===== src/sv/cldr_pkg.sv =====
// ----------------------------------------------------------------------------
// cldr_pkg
// Shared constants and types for the character LCD dirty-cell refresh core.
// ----------------------------------------------------------------------------
package cldr_pkg;

    // Default geometry: two rows of eight cells
    localparam int CELLS_DEF     = 16;
    localparam int ROW_CELLS_DEF = 8;

    // Set-DDRAM-address command bases for the two rows
    localparam logic [7:0] CMD_ROW0 = 8'h80;
    localparam logic [7:0] CMD_ROW1 = 8'hC0;

    // Reset contents of the shadow buffers
    localparam logic [7:0] WANTED_RESET = 8'h00;
    localparam logic [7:0] SENT_RESET   = 8'hFF;

    // Request kinds (s_tuser)
    localparam logic FUNC_TICK  = 1'b0;
    localparam logic FUNC_STORE = 1'b1;

    // Register select on the display bus (m_tuser)
    localparam logic RS_CMD  = 1'b0;
    localparam logic RS_DATA = 1'b1;

    // Output queue depth: covers one request in flight plus one waiting
    localparam int OUT_DEPTH = 3;

    typedef struct packed {
        logic       reg_select;
        logic [3:0] nibble;
    } out_item_t;

endpackage


===== src/sv/cldr_ram.sv =====
// ----------------------------------------------------------------------------
// cldr_ram
// Generic RAM: one write port, two read ports, registered read data.
// A read at the address being written returns the old contents.
// ----------------------------------------------------------------------------
module cldr_ram #(
    parameter  int WIDTH = 8,
    parameter  int DEPTH = 16,
    localparam int AW    = (DEPTH > 1) ? $clog2(DEPTH) : 1
) (
    input  logic             aclk,
    input  logic             wr_en,
    input  logic [AW-1:0]    wr_addr,
    input  logic [WIDTH-1:0] wr_data,
    input  logic [AW-1:0]    rd_addr_a,
    output logic [WIDTH-1:0] rd_data_a,
    input  logic [AW-1:0]    rd_addr_b,
    output logic [WIDTH-1:0] rd_data_b
);

    logic [WIDTH-1:0] mem [DEPTH];

    always_ff @(posedge aclk) begin
        if (wr_en) begin
            mem[wr_addr] <= wr_data;
        end
        rd_data_a <= mem[rd_addr_a];
        rd_data_b <= mem[rd_addr_b];
    end

endmodule


===== src/sv/char_lcd_dirty_refresh_core.sv =====
// ----------------------------------------------------------------------------
// char_lcd_dirty_refresh_core
// Round-robin refresher for a two-row character display on a 4-bit bus.
// Store requests fill the wanted-text buffer; tick requests step a sequencer
// that sends only cells whose wanted code differs from the code last sent.
// ----------------------------------------------------------------------------
//  channel | dir | handshake        | payload
//  --------+-----+------------------+----------------------------------------
//  s_      | in  | s_tvalid/tready  | tdata: position, char_code; tuser: func
//  m_      | out | m_tvalid/tready  | tdata: nibble; tuser: reg_select
//  cfg_    | in  | cfg_wr_en        | cfg_wr_data: display_on
//
//  One request per cycle while s_tready is high. A request reads both text
//  RAMs in the cycle it is accepted and is processed in the next, as the RAM
//  read data is registered; its strobe, if any, then goes into the m_ queue.
//  Reset takes effect at once: per-entry valid bits stand for the reset
//  contents, so there is no clearing pass. s_tready drops only when the
//  three-entry output queue could overflow under an m_ stall.
// ----------------------------------------------------------------------------
module char_lcd_dirty_refresh_core #(
    parameter int CELLS     = cldr_pkg::CELLS_DEF,
    parameter int ROW_CELLS = cldr_pkg::ROW_CELLS_DEF
) (
    input  logic        aclk,
    input  logic        aresetn,
    input  logic        cfg_wr_en,
    input  logic        cfg_wr_data,   // display_on
    input  logic        s_tvalid,
    output logic        s_tready,
    input  logic [15:0] s_tdata,       // [3:0] position, [11:4] char_code
    input  logic        s_tuser,       // [0] func
    output logic        m_tvalid,
    input  logic        m_tready,
    output logic [7:0]  m_tdata,       // [3:0] nibble
    output logic        m_tuser        // [0] reg_select
);

    localparam int AW = (CELLS > 1) ? $clog2(CELLS) : 1;

    // configuration
    logic display_on_reg;

    // accepted request waiting for its RAM data
    logic          p_valid_reg;
    logic          p_func_reg;
    logic [3:0]    p_pos_reg;
    logic [7:0]    p_char_reg;
    logic [AW-1:0] rd_base_reg;

    // sequencer
    logic [AW-1:0] cell_idx_reg,   cell_idx_next;
    logic          move_pend_reg,  move_pend_next;
    logic          cmd_act_reg,    cmd_act_next;
    logic [7:0]    cmd_byte_reg,   cmd_byte_next;
    logic          low_half_reg,   low_half_next;
    logic [3:0]    latch_reg,      latch_next;

    // valid bits stand in for the reset contents
    logic [CELLS-1:0] wv_reg, sv_reg;
    logic wv_a_reg, wv_b_reg, sv_a_reg, sv_b_reg;

    // forwarding of the previous write
    logic          fw_w_en_reg, fw_s_en_reg;
    logic [AW-1:0] fw_w_addr_reg, fw_s_addr_reg;
    logic [7:0]    fw_w_data_reg, fw_s_data_reg;

    // RAM ports
    logic [AW-1:0] rd_addr_a, rd_addr_b;
    logic [7:0]    w_rd_a, w_rd_b, s_rd_a, s_rd_b;
    logic          w_wr_en, s_wr_en;
    logic [AW-1:0] w_wr_addr, s_wr_addr;
    logic [7:0]    w_wr_data, s_wr_data;

    // output queue
    cldr_pkg::out_item_t q_mem_reg [cldr_pkg::OUT_DEPTH];
    logic [1:0] q_wr_ptr_reg, q_rd_ptr_reg;
    logic [1:0] q_cnt_reg;
    logic       push, pop;
    cldr_pkg::out_item_t res;

    // processing-stage values
    logic          accept;
    logic          sel_b;
    logic [7:0]    ram_w, ram_s, cur_w, cur_s;
    logic          vld_w, vld_s;
    logic [AW-1:0] idx_inc;
    logic [7:0]    cmd_for_cur;
    logic [7:0]    cmd_use;
    logic          cmd_use_act;
    logic [3:0]    half;
    logic          proc_tick;

    assign accept    = s_tvalid && s_tready;
    assign pop       = m_tvalid && m_tready;
    assign s_tready  = ({1'b0, q_cnt_reg} + {2'b00, p_valid_reg}) <= 3'(cldr_pkg::OUT_DEPTH - 1);
    assign proc_tick = p_valid_reg && (p_func_reg == cldr_pkg::FUNC_TICK);

    // read the current cell and its successor; the request in flight moves
    // the index by at most one before this read is used
    assign rd_addr_a = cell_idx_reg;
    assign rd_addr_b = (cell_idx_reg == AW'(CELLS - 1)) ? '0 : cell_idx_reg + AW'(1);
    assign idx_inc   = rd_addr_b;

    cldr_ram #(.WIDTH(8), .DEPTH(CELLS)) u_wanted_ram (
        .aclk      (aclk),
        .wr_en     (w_wr_en),
        .wr_addr   (w_wr_addr),
        .wr_data   (w_wr_data),
        .rd_addr_a (rd_addr_a),
        .rd_data_a (w_rd_a),
        .rd_addr_b (rd_addr_b),
        .rd_data_b (w_rd_b)
    );

    cldr_ram #(.WIDTH(8), .DEPTH(CELLS)) u_sent_ram (
        .aclk      (aclk),
        .wr_en     (s_wr_en),
        .wr_addr   (s_wr_addr),
        .wr_data   (s_wr_data),
        .rd_addr_a (rd_addr_a),
        .rd_data_a (s_rd_a),
        .rd_addr_b (rd_addr_b),
        .rd_data_b (s_rd_b)
    );

    // pick the port that matches where the index ended up
    assign sel_b = (cell_idx_reg != rd_base_reg);
    assign ram_w = sel_b ? w_rd_b : w_rd_a;
    assign ram_s = sel_b ? s_rd_b : s_rd_a;
    assign vld_w = sel_b ? wv_b_reg : wv_a_reg;
    assign vld_s = sel_b ? sv_b_reg : sv_a_reg;

    always_comb begin
        if (fw_w_en_reg && fw_w_addr_reg == cell_idx_reg) begin
            cur_w = fw_w_data_reg;
        end else if (vld_w) begin
            cur_w = ram_w;
        end else begin
            cur_w = cldr_pkg::WANTED_RESET;
        end
        if (fw_s_en_reg && fw_s_addr_reg == cell_idx_reg) begin
            cur_s = fw_s_data_reg;
        end else if (vld_s) begin
            cur_s = ram_s;
        end else begin
            cur_s = cldr_pkg::SENT_RESET;
        end
    end

    assign cmd_for_cur = (32'(cell_idx_reg) < 32'(ROW_CELLS)) ?
        8'(32'(cldr_pkg::CMD_ROW0) + 32'(cell_idx_reg)) :
        8'(32'(cldr_pkg::CMD_ROW1) + 32'(cell_idx_reg) - 32'(ROW_CELLS));

    assign cmd_use     = move_pend_reg ? cmd_for_cur : cmd_byte_reg;
    assign cmd_use_act = move_pend_reg || cmd_act_reg;

    always_comb begin
        cell_idx_next  = cell_idx_reg;
        move_pend_next = move_pend_reg;
        cmd_act_next   = cmd_act_reg;
        cmd_byte_next  = cmd_byte_reg;
        low_half_next  = low_half_reg;
        latch_next     = latch_reg;
        half           = latch_reg;
        push           = 1'b0;
        res.reg_select = cldr_pkg::RS_DATA;
        w_wr_en        = 1'b0;
        w_wr_addr      = AW'(p_pos_reg);
        w_wr_data      = p_char_reg;
        s_wr_en        = 1'b0;
        s_wr_addr      = cell_idx_reg;
        s_wr_data      = cur_w;
        if (p_valid_reg) begin
            if (p_func_reg == cldr_pkg::FUNC_STORE) begin
                // drop stores beyond the buffer
                w_wr_en = (32'(p_pos_reg) < 32'(CELLS));
            end else if (!low_half_reg) begin
                if (!cmd_act_reg && cur_w == cur_s) begin
                    move_pend_next = 1'b1;
                    cell_idx_next  = idx_inc;
                end else begin
                    cmd_byte_next  = cmd_use;
                    cmd_act_next   = cmd_use_act;
                    move_pend_next = 1'b0;
                    half           = cmd_use_act ? cmd_use[7:4] : cur_w[7:4];
                    res.reg_select = cmd_use_act ? cldr_pkg::RS_CMD : cldr_pkg::RS_DATA;
                    low_half_next  = 1'b1;
                    push           = 1'b1;
                end
            end else begin
                if (cmd_act_reg) begin
                    half           = cmd_byte_reg[3:0];
                    res.reg_select = cldr_pkg::RS_CMD;
                    cmd_act_next   = 1'b0;
                end else begin
                    half           = cur_w[3:0];
                    res.reg_select = cldr_pkg::RS_DATA;
                    s_wr_en        = 1'b1;
                    cell_idx_next  = idx_inc;
                end
                low_half_next = 1'b0;
                push          = 1'b1;
            end
        end
        if (push && display_on_reg) begin
            latch_next = half;
        end
        res.nibble = latch_next;
    end

    // control state
    always_ff @(posedge aclk) begin
        if (!aresetn) begin
            display_on_reg <= 1'b1;
            p_valid_reg    <= 1'b0;
            cell_idx_reg   <= '0;
            move_pend_reg  <= 1'b0;
            cmd_act_reg    <= 1'b0;
            cmd_byte_reg   <= cldr_pkg::CMD_ROW0;
            low_half_reg   <= 1'b0;
            latch_reg      <= '0;
            wv_reg         <= '0;
            sv_reg         <= '0;
            fw_w_en_reg    <= 1'b0;
            fw_s_en_reg    <= 1'b0;
            q_wr_ptr_reg   <= '0;
            q_rd_ptr_reg   <= '0;
            q_cnt_reg      <= '0;
        end else begin
            if (cfg_wr_en) begin
                display_on_reg <= cfg_wr_data;
            end
            p_valid_reg   <= accept;
            cell_idx_reg  <= cell_idx_next;
            move_pend_reg <= move_pend_next;
            cmd_act_reg   <= cmd_act_next;
            cmd_byte_reg  <= cmd_byte_next;
            low_half_reg  <= low_half_next;
            latch_reg     <= latch_next;
            if (w_wr_en) begin
                wv_reg[w_wr_addr] <= 1'b1;
            end
            if (s_wr_en) begin
                sv_reg[s_wr_addr] <= 1'b1;
            end
            fw_w_en_reg <= w_wr_en;
            fw_s_en_reg <= s_wr_en;
            if (push) begin
                q_wr_ptr_reg <= (q_wr_ptr_reg == 2'(cldr_pkg::OUT_DEPTH - 1)) ?
                                2'd0 : q_wr_ptr_reg + 2'd1;
            end
            if (pop) begin
                q_rd_ptr_reg <= (q_rd_ptr_reg == 2'(cldr_pkg::OUT_DEPTH - 1)) ?
                                2'd0 : q_rd_ptr_reg + 2'd1;
            end
            q_cnt_reg <= q_cnt_reg + 2'(push) - 2'(pop);
        end
    end

    // payload
    always_ff @(posedge aclk) begin
        if (accept) begin
            p_func_reg <= s_tuser;
            p_pos_reg  <= s_tdata[3:0];
            p_char_reg <= s_tdata[11:4];
        end
        rd_base_reg   <= cell_idx_reg;
        wv_a_reg      <= wv_reg[rd_addr_a];
        wv_b_reg      <= wv_reg[rd_addr_b];
        sv_a_reg      <= sv_reg[rd_addr_a];
        sv_b_reg      <= sv_reg[rd_addr_b];
        fw_w_addr_reg <= w_wr_addr;
        fw_w_data_reg <= w_wr_data;
        fw_s_addr_reg <= s_wr_addr;
        fw_s_data_reg <= s_wr_data;
        if (push) begin
            q_mem_reg[q_wr_ptr_reg] <= res;
        end
    end

    assign m_tvalid = (q_cnt_reg != 2'd0);
    assign m_tdata  = {4'b0000, q_mem_reg[q_rd_ptr_reg].nibble};
    assign m_tuser  = q_mem_reg[q_rd_ptr_reg].reg_select;

    // ------------------------------------------------------------------------
    // assertions
    // ------------------------------------------------------------------------
    a_queue_no_overflow: assert property (@(posedge aclk) disable iff (!aresetn)
        !(push && !pop && q_cnt_reg == 2'(cldr_pkg::OUT_DEPTH)))
        else $error("output queue overflow");

    a_index_in_range: assert property (@(posedge aclk) disable iff (!aresetn)
        32'(cell_idx_reg) < 32'(CELLS))
        else $error("cell index out of range");

    a_cmd_ends: assert property (@(posedge aclk) disable iff (!aresetn)
        (proc_tick && cmd_act_reg && low_half_reg) |=> !cmd_act_reg)
        else $error("address command not closed after its low nibble");

    a_data_advances: assert property (@(posedge aclk) disable iff (!aresetn)
        (proc_tick && !cmd_act_reg && low_half_reg) |=> cell_idx_reg != $past(cell_idx_reg))
        else $error("index did not advance after a low data nibble");

    a_store_no_strobe: assert property (@(posedge aclk) disable iff (!aresetn)
        (p_valid_reg && p_func_reg == cldr_pkg::FUNC_STORE) |-> !push && !s_wr_en)
        else $error("store request produced a strobe");

endmodule

===== config.mk =====
export PLATFORM = sky130hd
export DESIGN_NAME = char_lcd_dirty_refresh_core
export DESIGN_NICKNAME = d
export VERILOG_FILES = /design/src/sv/cldr_pkg.sv /design/src/sv/cldr_ram.sv /design/src/sv/char_lcd_dirty_refresh_core.sv
export SDC_FILE = /design/constraint.sdc
export NUM_CORES = 1
export LEC_CHECK = 0
export ABC_AREA = 0
export BUFFER_PORTS_ARGS = -buffer_cell sky130_fd_sc_hd__buf_4
export CAP_MARGIN = 10
export CORE_MARGIN = 2
export CORE_UTILIZATION = 25
export DETAILED_ROUTE_END_ITERATION = 8
export PLACE_DENSITY = 0.49
export SLEW_MARGIN = 10
export SYNTH_ARGS = -nofsm -noshare
export SYNTH_HDL_FRONTEND = slang
export SYNTH_HIERARCHICAL = 1
export SYNTH_SLANG_ARGS = --single-unit

===== constraint.sdc =====
create_clock -name aclk -period 9.46 [get_ports aclk]
set_input_delay 0.946 -clock aclk [delete_from_list [all_inputs] [get_ports aclk]]
set_output_delay 0.946 -clock aclk [all_outputs]
set_load 0.01 [all_outputs]

# After elaboration in Yosys (flattened, before gate mapping)
# Memories as Yosys holds them, arrays and structs flattened. A register that Yosys moved wholly into a read port is not among the register bits.
# Index checks and enable logic that the tools add are counted.
# word_totals
reg_bits,102
mem_bits_rw,271
n_memories,3
out_inout_bits,11
inputBits,23
word_cells,140
# memory_table
memory,depth,word_bits,rd,rd_clocked_by_memory_dff,wr,line_no,rtl
u_sent_ram.mem,16,8,2,2,1,cldr_ram.sv:21,logic [WIDTH-1:0] mem [DEPTH];
u_wanted_ram.mem,16,8,2,2,1,cldr_ram.sv:21,
q_mem_reg,3,5,1,1,1,char_lcd_dirty_refresh_core.sv:75,cldr_pkg::out_item_t q_mem_reg [cldr_pkg::OUT_DEPTH];
# op_classes
muxes,62
eq_ne,9
n_addsub,9
bitwise,5
order_cmp,7
reduce_logical,18
# ops
cell,count
2-to-1 mux 8 bit,8
2-to-1 mux 4 bit,11
2-to-1 mux 1 bit,33
OR 16 bit,2
adder 8 x 4 -> 8 bit (first input constant),2
binary-select mux 1 bit (select 4 bit),4
< comparator 4 x 5 -> 1 bit (second input constant),3
demux 1 bit (select 4 bit),2
equality test 4 bit,2
equality test 8 bit,1
>= comparator 4 x 1 -> 1 bit (second input constant),2
logical AND 1 bit,8
2-to-1 mux 2 bit,4
AND reduction 4 bit,2
subtractor 8 x 4 -> 8 bit (second input constant),1
AND reduction 3 bit,2
AND reduction 5 bit,1
adder 2 x 1 -> 2 bit (second input constant),2
adder 4 x 1 -> 4 bit (second input constant),1
equality test 2 bit (second input constant),2
equality test 4 bit (second input constant),1
< comparator 4 bit (second input constant),1
!= test 2 bit (second input constant),2
!= test 4 bit,1
9 further kinds,12

# Longest topological paths before layout
# Gate-level depths: netlist (run 1).
# logic_depth
word_depth,12
depth_mapped,17
mapped_depth_nobuf,14

# Cells and area by module
# Netlist (run 1), hierarchy kept.
# by_module_without_submodules
module,cells_per_inst,seq_area_each_um2,area_each_um2,instances
cldr_ram,307,4164.0,6344.8,2
char_lcd_dirty_refresh_core,541,2642.5,5439.0,1

# Worst setup path after synthesis (run 1)
# Ideal clock, no wire load.
# synth_path
path_type,register to register
start,reg cell_idx_reg[0]
end,reg q_cnt_reg[1]
arrival_time_ns,3.806
synth_period_minus_slack_ns,3.933
stages_incl_launch_ff,17
path_buffers,2
setup_slack_ns,5.527
setup_ns,0.128
required_ns,9.332
path_cell_list,dfxtp_1 > buf_2 > xnor2_1 > nand4_4 > or2_2 > a31oi_1 > xnor2_1 > nand4_1 > or2_1 > buf_6 > o21ai_4 > ha_1 > inv_1 > ha_1 > xnor2_1 > xnor2_1 > nor2_1
# synth_via
elab_chain_cells,12
word_cells_on_any_way,21
classes_between,2 x add/sub; 4 x eq/ne; 12 x mux; 3 x reduce/logical
# synth_lines
item,line_no,rtl
from (decl),char_lcd_dirty_refresh_core.sv:51,"logic [AW-1:0] cell_idx_reg, cell_idx_next;"
from (signal assigned),char_lcd_dirty_refresh_core.sv:234,cell_idx_reg <= cell_idx_next;
!= test 4 bit,char_lcd_dirty_refresh_core.sv:127,assign sel_b = (cell_idx_reg != rd_base_reg);
2-to-1 mux 8 bit or 2-to-1 mux 1 bit (tied branches),"char_lcd_dirty_refresh_core.sv:128, char_lcd_dirty_refresh_core.sv:130",
2-to-1 mux 8 bit,char_lcd_dirty_refresh_core.sv:136,end else if (vld_w) begin
2-to-1 mux 8 bit *,char_lcd_dirty_refresh_core.sv:134,if (fw_w_en_reg && fw_w_addr_reg == cell_idx_reg) begin
net cur_w[4],char_lcd_dirty_refresh_core.sv:84,"logic [7:0] ram_w, ram_s, cur_w, cur_s;"
equality test 8 bit *,char_lcd_dirty_refresh_core.sv:178,if (!cmd_act_reg && cur_w == cur_s) begin
logical AND 1 bit *,char_lcd_dirty_refresh_core.sv:178,
2-to-1 mux 1 bit *,char_lcd_dirty_refresh_core.sv:178,
2-to-1 mux 1 bit *,char_lcd_dirty_refresh_core.sv:177,end else if (!low_half_reg) begin
2-to-1 mux 1 bit *,char_lcd_dirty_refresh_core.sv:174,if (p_func_reg == cldr_pkg::FUNC_STORE) begin
2-to-1 mux 1 bit *,char_lcd_dirty_refresh_core.sv:173,if (p_valid_reg) begin
adder 2 x 1 -> 2 bit *,char_lcd_dirty_refresh_core.sv:256,q_cnt_reg <= q_cnt_reg + 2'(push) - 2'(pop);
subtractor 2 x 1 -> 2 bit *,char_lcd_dirty_refresh_core.sv:256,
to (signal assigned),char_lcd_dirty_refresh_core.sv:256,
to (decl),char_lcd_dirty_refresh_core.sv:77,logic [1:0] q_cnt_reg;
# Mark *: on every way through the listed nets, which the timed path passes. The rest lies on a longest branch.
# A chain may end at the register's enable or synchronous reset.

# Final worst setup path (run 1)
# layout_path
start,reg cell_idx_reg[1]
end,reg q_cnt_reg[1]
# Same word-level chain as after synthesis.

==> run metrics, run 1 <==
routed len/inst 20.91 µm; end of the worst hold path cmd_byte_reg[4]$_SDFFE_PN0P_; Clock Skews 0.01718 ns; Post-Syn Instances 1155; Synth top area share 47.04%; slowest stage cell, crit path dfxtp_4; critical path fanouts, max 49; share of layout cells above drive strength 1 19.42%; max-slew violation count 0; YS warnings 6; status completed; Seq. cell area 10980 µm²; Fin. Hold Viols 0; Place WS 4.462 ns; r2r setup slk 4.53 ns; RSZ-0062 raised after global routing false; Post-Syn Area 18130 µm²; WHS Path Cells 2; core area 71610 µm²; CTS clk-pin slew, worst paths 0.07 ns; Crit path arrival time 5.35 ns; CP Capture Type flop; Yosys reg bits 406; register area share after synthesis 60.51%; Layout Nets 1203; cell mode on critical path xnor2_1; RD Place Congestion 0.7712; prevailing post-synth register cell edfxtp_1; P_leak 6.662 nW; TritonCTS buffer count 42; Max Cap Viol 0; Skew-Pair Late Insertion Delay 0.55 ns; Rel. slew slack 20.35%; Hold Path Class reg -> reg; initial antenna violation count 0; Port Buffers 25; H-tree depth 2; syn avg cell area 15.70 µm²; reg2reg path depth 14; Tmin final 4.929 ns; clock sink count 406; asr flop ratio synth 0%; drt total wl 45070 µm; Pint 3.017 mW; Antenna Cells 0; GRT Util Overall 11.97%; WP buf/inv 1; fin crit share 52.10%; worst reg2reg endpoint q_cnt_reg[1]$_SDFF_PN0_; Initial DRC Count 611; Post-CTS Setup Bufs 0; Starting Density 25.32%; Comb pwr share 4.2%; leading area contributor after synthesis edfxtp_1; Post-CTS Resized 0; HPWL after DPL 28100 µm; full die area 74680 µm²; num rows 98; power share of the clock group 43.8%; Largest regs u_sent_ram/mem: 128 flops, u_wanted_ram/mem: 128 flops; CP cell instances xnor2_1, nand4_4, or2_2, a31oi_2, xnor2_1, nand4_1, or2_1, o21ai_4, ha_1, inv_1, ha_1, xnor2_1, xnor2_1, nor2_1; worst slew pin tran 1.190 ns; WP data required 9.88 ns; Critical Path Stages 14; DRC Markers 0; Final setup viols 0; routed via count 10270; die extent in x 273.3 µm; Post-synth EDFFs 284; VDD IR max 0.1448 mV; CTS tree done; Max stage delay on crit path 0.85 ns; top cells by area, synth edfxtp_1 (47%), dfxtp_1 (13%), mux4_2 (11%); Net Sw Power 0.8295 mW; Reg power frac 52.0%; first-pass GRT wire length 67240 µm; die height 273.3 µm; CTS Hold Buffers Added 0; GRT overflow 0; min-delay src cmd_byte_reg[4]$_SDFFE_PN0P_; delay-heaviest family, CP simple AND/OR/NAND/NOR gates; Root Buffer clkbuf_16; area delta synth->final 13.76%; setup TNS 0 ns; kind of critical path reg -> reg; largest net degree at the start of global routing 58; filler instances 7212; CP startpoint kind flop; r2r startpoint cell_idx_reg[1]$_SDFFE_PN0P_; Final WS setup 4.531 ns; Avg Vias per Cell 4.765; DRT Pass-1 Iters 5; IO Pins 34; switching part of the total 21.56%; post-route ant nets 0; Cell variety after synth 65; Power Dens Cells 186.5 nW/µm²; fmax 0.2029 GHz; vias in the first global route 10630; clock buffer depth 3; Multi-input gate area 6659 µm²
[cell usage in the layout (no fill, tap or decap), types with 9 or more instances in the layout]
cell type  netlist  final
nor3_1          20     13
mux4_2          88     88
clkbuf_16        0     47
mux2i_1         26     26
xnor2_1         12     12
a21oi_1         17     17
a22oi_1         66     66
and2_1           9      9
o22ai_1         10     10
inv_1           21     21
clkinv_2         0     11
nand2_1        101    101
nand2b_1        11     11
buf_4           10     40
edfxtp_1       284    284
nor2_1         104    104
mux4_1          56     56
o21ai_0         31     30
dfxtp_1        122    120
[final cells by class]
class                           instances  share of cell area (%)
Clock buffer                           61                   6.249
Clock inverter                         17                  0.6310
Inverter                               21                  0.3822
Multi-Input combinational cell        660                   32.29
Sequential cell                       406                   53.23
Tap cell                              950                   5.764
Timing Repair Buffer                   40                   1.456
[worst register-to-register path, delay by kind of cell, from the launching register on]
family,cells,cell delay (ns)
AO/OA/AOI/OAI,2,1.14
XOR/XNOR,4,0.75
adder cells (fa/ha/maj),2,0.42
buffers and inverters,1,0.06
flip-flops,1,0.85
AND/OR/NAND/NOR,5,1.59
[worst max-delay path by stage]
stage                                             from                      end
after floorplan           cell_idx_reg[0]$_SDFFE_PN0P_  q_cnt_reg[1]$_SDFF_PN0_
after global placement    cell_idx_reg[1]$_SDFFE_PN0P_  q_cnt_reg[1]$_SDFF_PN0_
after detailed placement  cell_idx_reg[1]$_SDFFE_PN0P_  q_cnt_reg[1]$_SDFF_PN0_
after CTS                 cell_idx_reg[1]$_SDFFE_PN0P_  q_cnt_reg[1]$_SDFF_PN0_
after global routing      cell_idx_reg[1]$_SDFFE_PN0P_  q_cnt_reg[1]$_SDFF_PN0_
final                     cell_idx_reg[1]$_SDFFE_PN0P_  q_cnt_reg[1]$_SDFF_PN0_
[per-layer routing]
layer	wire length, µm	track usage [%]	up-vias
met4	706	2.890	0
met1	20850	16.63	5340
met5	0	0	-
li1	-	-	4620
met3	2028	1.991	55
met2	21480	19.47	254
[Yosys cell counts (all sizes together) (17+ instances only)]
cell type	number
a21oi	17
a22oi	66
buf	45
dfxtp	122
edfxtp	284
inv	21
mux2i	27
mux4	148
nand2	101
nor2	104
nor3	20
o21ai	33
[metrics by stage]
stage          std cells  area [µm²]  util [%]  power, mW  hold slack (ns)
6_report            2155       20620     28.80      3.847           0.4366
3_5_place_dp        2077       19200     26.82      2.204           0.4266
5_1_grt             2155       20620     28.80      3.989           0.4564
2_1_floorplan       1158       18140         -      2.129           0.4048
3_3_place_gp        2077       19200     26.82      2.200           0.4236
4_1_cts             2155       20620     28.80      3.893           0.4377
[power groups by stage]
stage | logic (mW) | registers (mW) | clock network, mW
6_report | 0.163 | 2.00 | 1.68
5_1_grt | 0.180 | 2.01 | 1.80
4_1_cts | 0.166 | 2.00 | 1.73
3_5_place_dp | 0.165 | 2.04 | 0
3_3_place_gp | 0.164 | 2.04 | 0
2_1_floorplan | 0.122 | 2.01 | 0
[logic make-up (layout without fill, tap and decap cells)]
| logic type | Yosys count | in the layout | share of synthesized area, % |
|---|---|---|---|
| compound gates | 157 | 157 | 5.956 |
| simple gates | 297 | 297 | 7.516 |
| buf+inv | 92 | 139 | 3.223 |
| fa+ha+maj | 9 | 9 | 0.6212 |
| xor+xnor | 14 | 14 | 0.7178 |
| mux | 179 | 179 | 21.43 |
| other cells | 1 | 4 | 0.02069 |
| flops | 406 | 406 | 60.51 |
Note: power is estimated with default switching activity, not from simulation.
==> run 2: changes to the inputs <==
--- a/config.mk
+++ b/config.mk
@@ -5,13 +5,13 @@
 export SDC_FILE = /design/constraint.sdc
 export NUM_CORES = 1
 export LEC_CHECK = 0
-export ABC_AREA = 0
+export ABC_AREA = 1
 export BUFFER_PORTS_ARGS = -buffer_cell sky130_fd_sc_hd__buf_4
 export CAP_MARGIN = 10
 export CORE_MARGIN = 2
 export CORE_UTILIZATION = 25
 export DETAILED_ROUTE_END_ITERATION = 8
-export PLACE_DENSITY = 0.49
+export PLACE_DENSITY = 0.5
 export SLEW_MARGIN = 10
 export SYNTH_ARGS = -nofsm -noshare
 export SYNTH_HDL_FRONTEND = slang
==> constraint.sdc (replaced) <==
create_clock -name aclk -period 4.02 [get_ports aclk]
set_input_delay 0.402 -clock aclk [delete_from_list [all_inputs] [get_ports aclk]]
set_output_delay 0.402 -clock aclk [all_outputs]
set_load 0.01 [all_outputs]
==> run metrics, run 2 <==
VDD IR max 0.3747 mV (was 0.1448 mV); core area 80420 µm² (was 71610 µm²); CP Launch Point cell_idx_reg[3]$_SDFFE_PN0P_ (was cell_idx_reg[1]$_SDFFE_PN0P_); Cell variety after synth 47 (was 65); CP Capture Type flop (unchanged); Post-synth EDFFs 284 (unchanged); slowest stage cell, crit path dfxtp_1 (was dfxtp_4); Root Buffer clkbuf_16 (unchanged); initial antenna violation count 1 (was 0); vias in the first global route 14910 (was 10630); H-tree depth 2 (unchanged); worst slew pin tran 1.131 ns (was 1.190 ns); Antenna Cells 0 (unchanged); r2r setup slk 0.55 ns (was 4.53 ns); drt total wl 60030 µm (was 45070 µm); DRC Markers 0 (unchanged); Post-Syn Instances 2451 (was 1155); Starting Density 25.22% (was 25.32%); most common cell after layout, fill and taps aside nand2_1 (was edfxtp_1); Rel. slew slack 24.31% (was 20.35%); first-pass GRT wire length 91070 µm (was 67240 µm); GRT Util Overall 14.24% (was 11.97%); DRT Pass-1 Iters 5 (unchanged); Clock Skews 0.02859 ns (was 0.01718 ns); count leader, synth nand2_1 (was edfxtp_1); P_leak 9.690 nW (was 6.662 nW); Layout Nets 2492 (was 1203); Post-CTS Resized 0 (unchanged); IO Pins 34 (unchanged); setup TNS 0 ns (unchanged); Avg Vias per Cell 4.523 (was 4.765); routed len/inst 16.88 µm (was 20.91 µm); CP startpoint kind flop (unchanged); Post-synth top cells nand2_1 (705), nand3_1 (507), inv_1 (357) (was edfxtp_1 (284), dfxtp_1 (122), nor2_1 (104)); num rows 104 (was 98); critical path fanouts, max 22 (was 49); Post-CTS Setup Bufs 0 (unchanged); area delta synth->final 13.25% (was 13.76%); leading area contributor after synthesis edfxtp_1 (unchanged); reg2reg path depth 22 (was 14); Tmin final 3.472 ns (was 4.929 ns); RSZ-0062 raised after global routing false (unchanged); Max stage delay on crit path 0.41 ns (was 0.85 ns); r2r startpoint cell_idx_reg[3]$_SDFFE_PN0P_ (was cell_idx_reg[1]$_SDFFE_PN0P_); largest net degree at the start of global routing 65 (was 58); Placed Cells 3460 (was 2077); Hold Path Class in -> reg (was reg -> reg); Yosys reg bits 406 (unchanged); Port Buffers 25 (unchanged); prevailing post-synth register cell edfxtp_1 (unchanged); max-slew violation count 0 (unchanged); fmax 0.2880 GHz (was 0.2029 GHz); die extent in x 288.8 µm (was 273.3 µm); GRT overflow 0 (unchanged); TritonCTS buffer count 44 (was 42); status completed (unchanged); clock buffer depth 3 (unchanged); WP data required 4.53 ns (was 9.88 ns); register area share after synthesis 54.08% (was 60.51%); worst reg2reg endpoint q_cnt_reg[1]$_SDFF_PN0_ (unchanged); routed via count 16090 (was 10270); Initial DRC Count 1553 (was 611); Post-Syn Area 20280 µm² (was 18130 µm²); CTS tree done (unchanged); Setup crit end q_cnt_reg[1]$_SDFF_PN0_ (unchanged); syn avg cell area 8.276 µm² (was 15.70 µm²); asr flop ratio synth 0% (unchanged); CP cell instances inv_2, nand2_1, nand2_2, nor2_8, nand2_4, nand2_1, nand2_2, nand3_1, nand2_2, nand2_1, nand2_1, nor2_1, nand2_1, nor2_1, nand3_2, nand2_2, ha_1, inv_1, ha_1, xor2_1, o21ai_0, a21oi_1 (was xnor2_1, nand4_4, or2_2, a31oi_2, xnor2_1, nand4_1, or2_1, o21ai_4, ha_1, inv_1, ha_1, xnor2_1, xnor2_1, nor2_1); cell mode on critical path nand2_1 (was xnor2_1); HPWL after DPL 36680 µm (was 28100 µm); CTS clk-pin slew, worst paths 0.07 ns (about the same); full die area 83430 µm² (was 74680 µm²); clock sink count 406 (unchanged); post-route ant nets 0 (unchanged); Power Dens Cells 429.4 nW/µm² (was 186.5 nW/µm²); YS warnings 6 (unchanged); Crit path arrival time 3.98 ns (was 5.35 ns); share of layout cells above drive strength 1 8.574% (was 19.42%); Largest regs u_sent_ram/mem: 128 flops, u_wanted_ram/mem: 128 flops (unchanged); RD Place Congestion 0.8047 (was 0.7712); Fin. Hold Viols 0 (unchanged); most frequent cells in the layout nand2_1 (705), nand3_1 (507), inv_1 (356), edfxtp_1 (284), dfxtp_1 (119) (was edfxtp_1 (284), dfxtp_1 (120), nor2_1 (104), nand2_1 (101), mux4_2 (88)); die height 288.8 µm (was 273.3 µm); top cells by area, synth edfxtp_1 (42%), nand2_1 (13%), nand3_1 (13%) (was edfxtp_1 (47%), dfxtp_1 (13%), mux4_2 (11%)); Skew-Pair Late Insertion Delay 0.59 ns (was 0.55 ns); CTS Hold Buffers Added 14 (was 0); Final setup viols 0 (unchanged); post-route insts no fill 3556 (was 2155); Synth top area share 42.04% (was 47.04%); fin crit share 86.37% (was 52.10%); Max Cap Viol 0 (unchanged); kind of critical path reg -> reg (unchanged)
## run 2: changes by cell type after synthesis, sizes merged, moves of 44 or more
cell   delta
nand2   +619
inv     +357
nand3   +507
a22oi    -63
buf      +60
mux4    -148
a21oi    +44
## run 2: worst min path at each step
stage	to	cells after the start	startpoint	slack, ns
2_1_floorplan	fw_s_addr_reg[3]$_DFF_P_	0	cell_idx_reg[3]$_SDFFE_PN0P_	0.40
5_1_grt	display_on_reg$_SDFFE_PN1P_	3	cfg_wr_data	0.03
4_1_cts	display_on_reg$_SDFFE_PN1P_	3	cfg_wr_data	0.008
3_3_place_gp	fw_s_addr_reg[0]$_DFF_P_	0	cell_idx_reg[0]$_SDFFE_PN0P_	0.39
3_5_place_dp	fw_s_addr_reg[0]$_DFF_P_	0	cell_idx_reg[0]$_SDFFE_PN0P_	0.39
6_report	display_on_reg$_SDFFE_PN1P_	3	cfg_wr_data	0.05
## run 2: report_power, final
part | total [mW] | leakage (nW) | switching (mW) | internal (mW)
Clock | 4.12 | 0.720 | 1.75 | 2.37
Sequential | 4.85 | 3.59 | 0.179 | 4.67
Combinational | 0.889 | 5.38 | 0.596 | 0.294
Total | 9.86 | 9.69 | 2.53 | 7.34
## run 2: stage by stage
stage / area [µm²] / power, mW / setup WS (ns) / util (%) / hold slack, ns
after floorplan: 20300 / 5.452 / 0.9391 / - / 0.4045
after global placement: 21380 / 5.821 / 0.5384 / 26.58 / 0.3914
after detailed placement: 21380 / 5.819 / 0.5005 / 26.58 / 0.3925
after CTS: 22970 / 9.974 / 0.4813 / 28.57 / 0.008039
after global routing: 22970 / 10.26 / 0.09090 / 28.57 / 0.02920
final: 22970 / 9.864 / 0.5480 / 28.57 / 0.04542
## run 2: per-layer routing
metal	track usage, %	share of wire (%)	vias to the layer above
met5	0	0	-
met4	4.369	2.6	0
met3	1.913	6.6	93
met2	21.62	43	592
met1	20.91	48	7454
li1	-	-	7946
## run 2: kinds of logic (layout without fill, tap and decap cells)
kind of cell	after synthesis	after routing	share of synthesized area, %
DFF	406	406	54.08
and+or+nand+nor	1369	1369	29.63
AOI/OAI and AO/OA	157	157	4.386
adders and majority gates	9	9	0.5552
xor gates and xnor gates	4	4	0.1727
other	1	4	0.01849
buffers and inverters	505	547	11.15
## run 2: cell type report
type	instances	area, µm²
fill	8639	57450
sequential	406	10980
multi-input combinational	1543	7084
inverter	381	1436
tap	1060	1326
clock buffer	67	1297
timing repair buffer	84	690.7
clock inverter	15	157.7
## run 2: critical path: cells and delay by family (launching register included)
family | cells | cell delay [ns]
compound gates | 2 | 0.20
xor+xnor | 1 | 0.19
fa+ha+maj | 2 | 0.37
buf+inv | 2 | 0.13
flops | 1 | 0.41
simple gates | 15 | 2.08
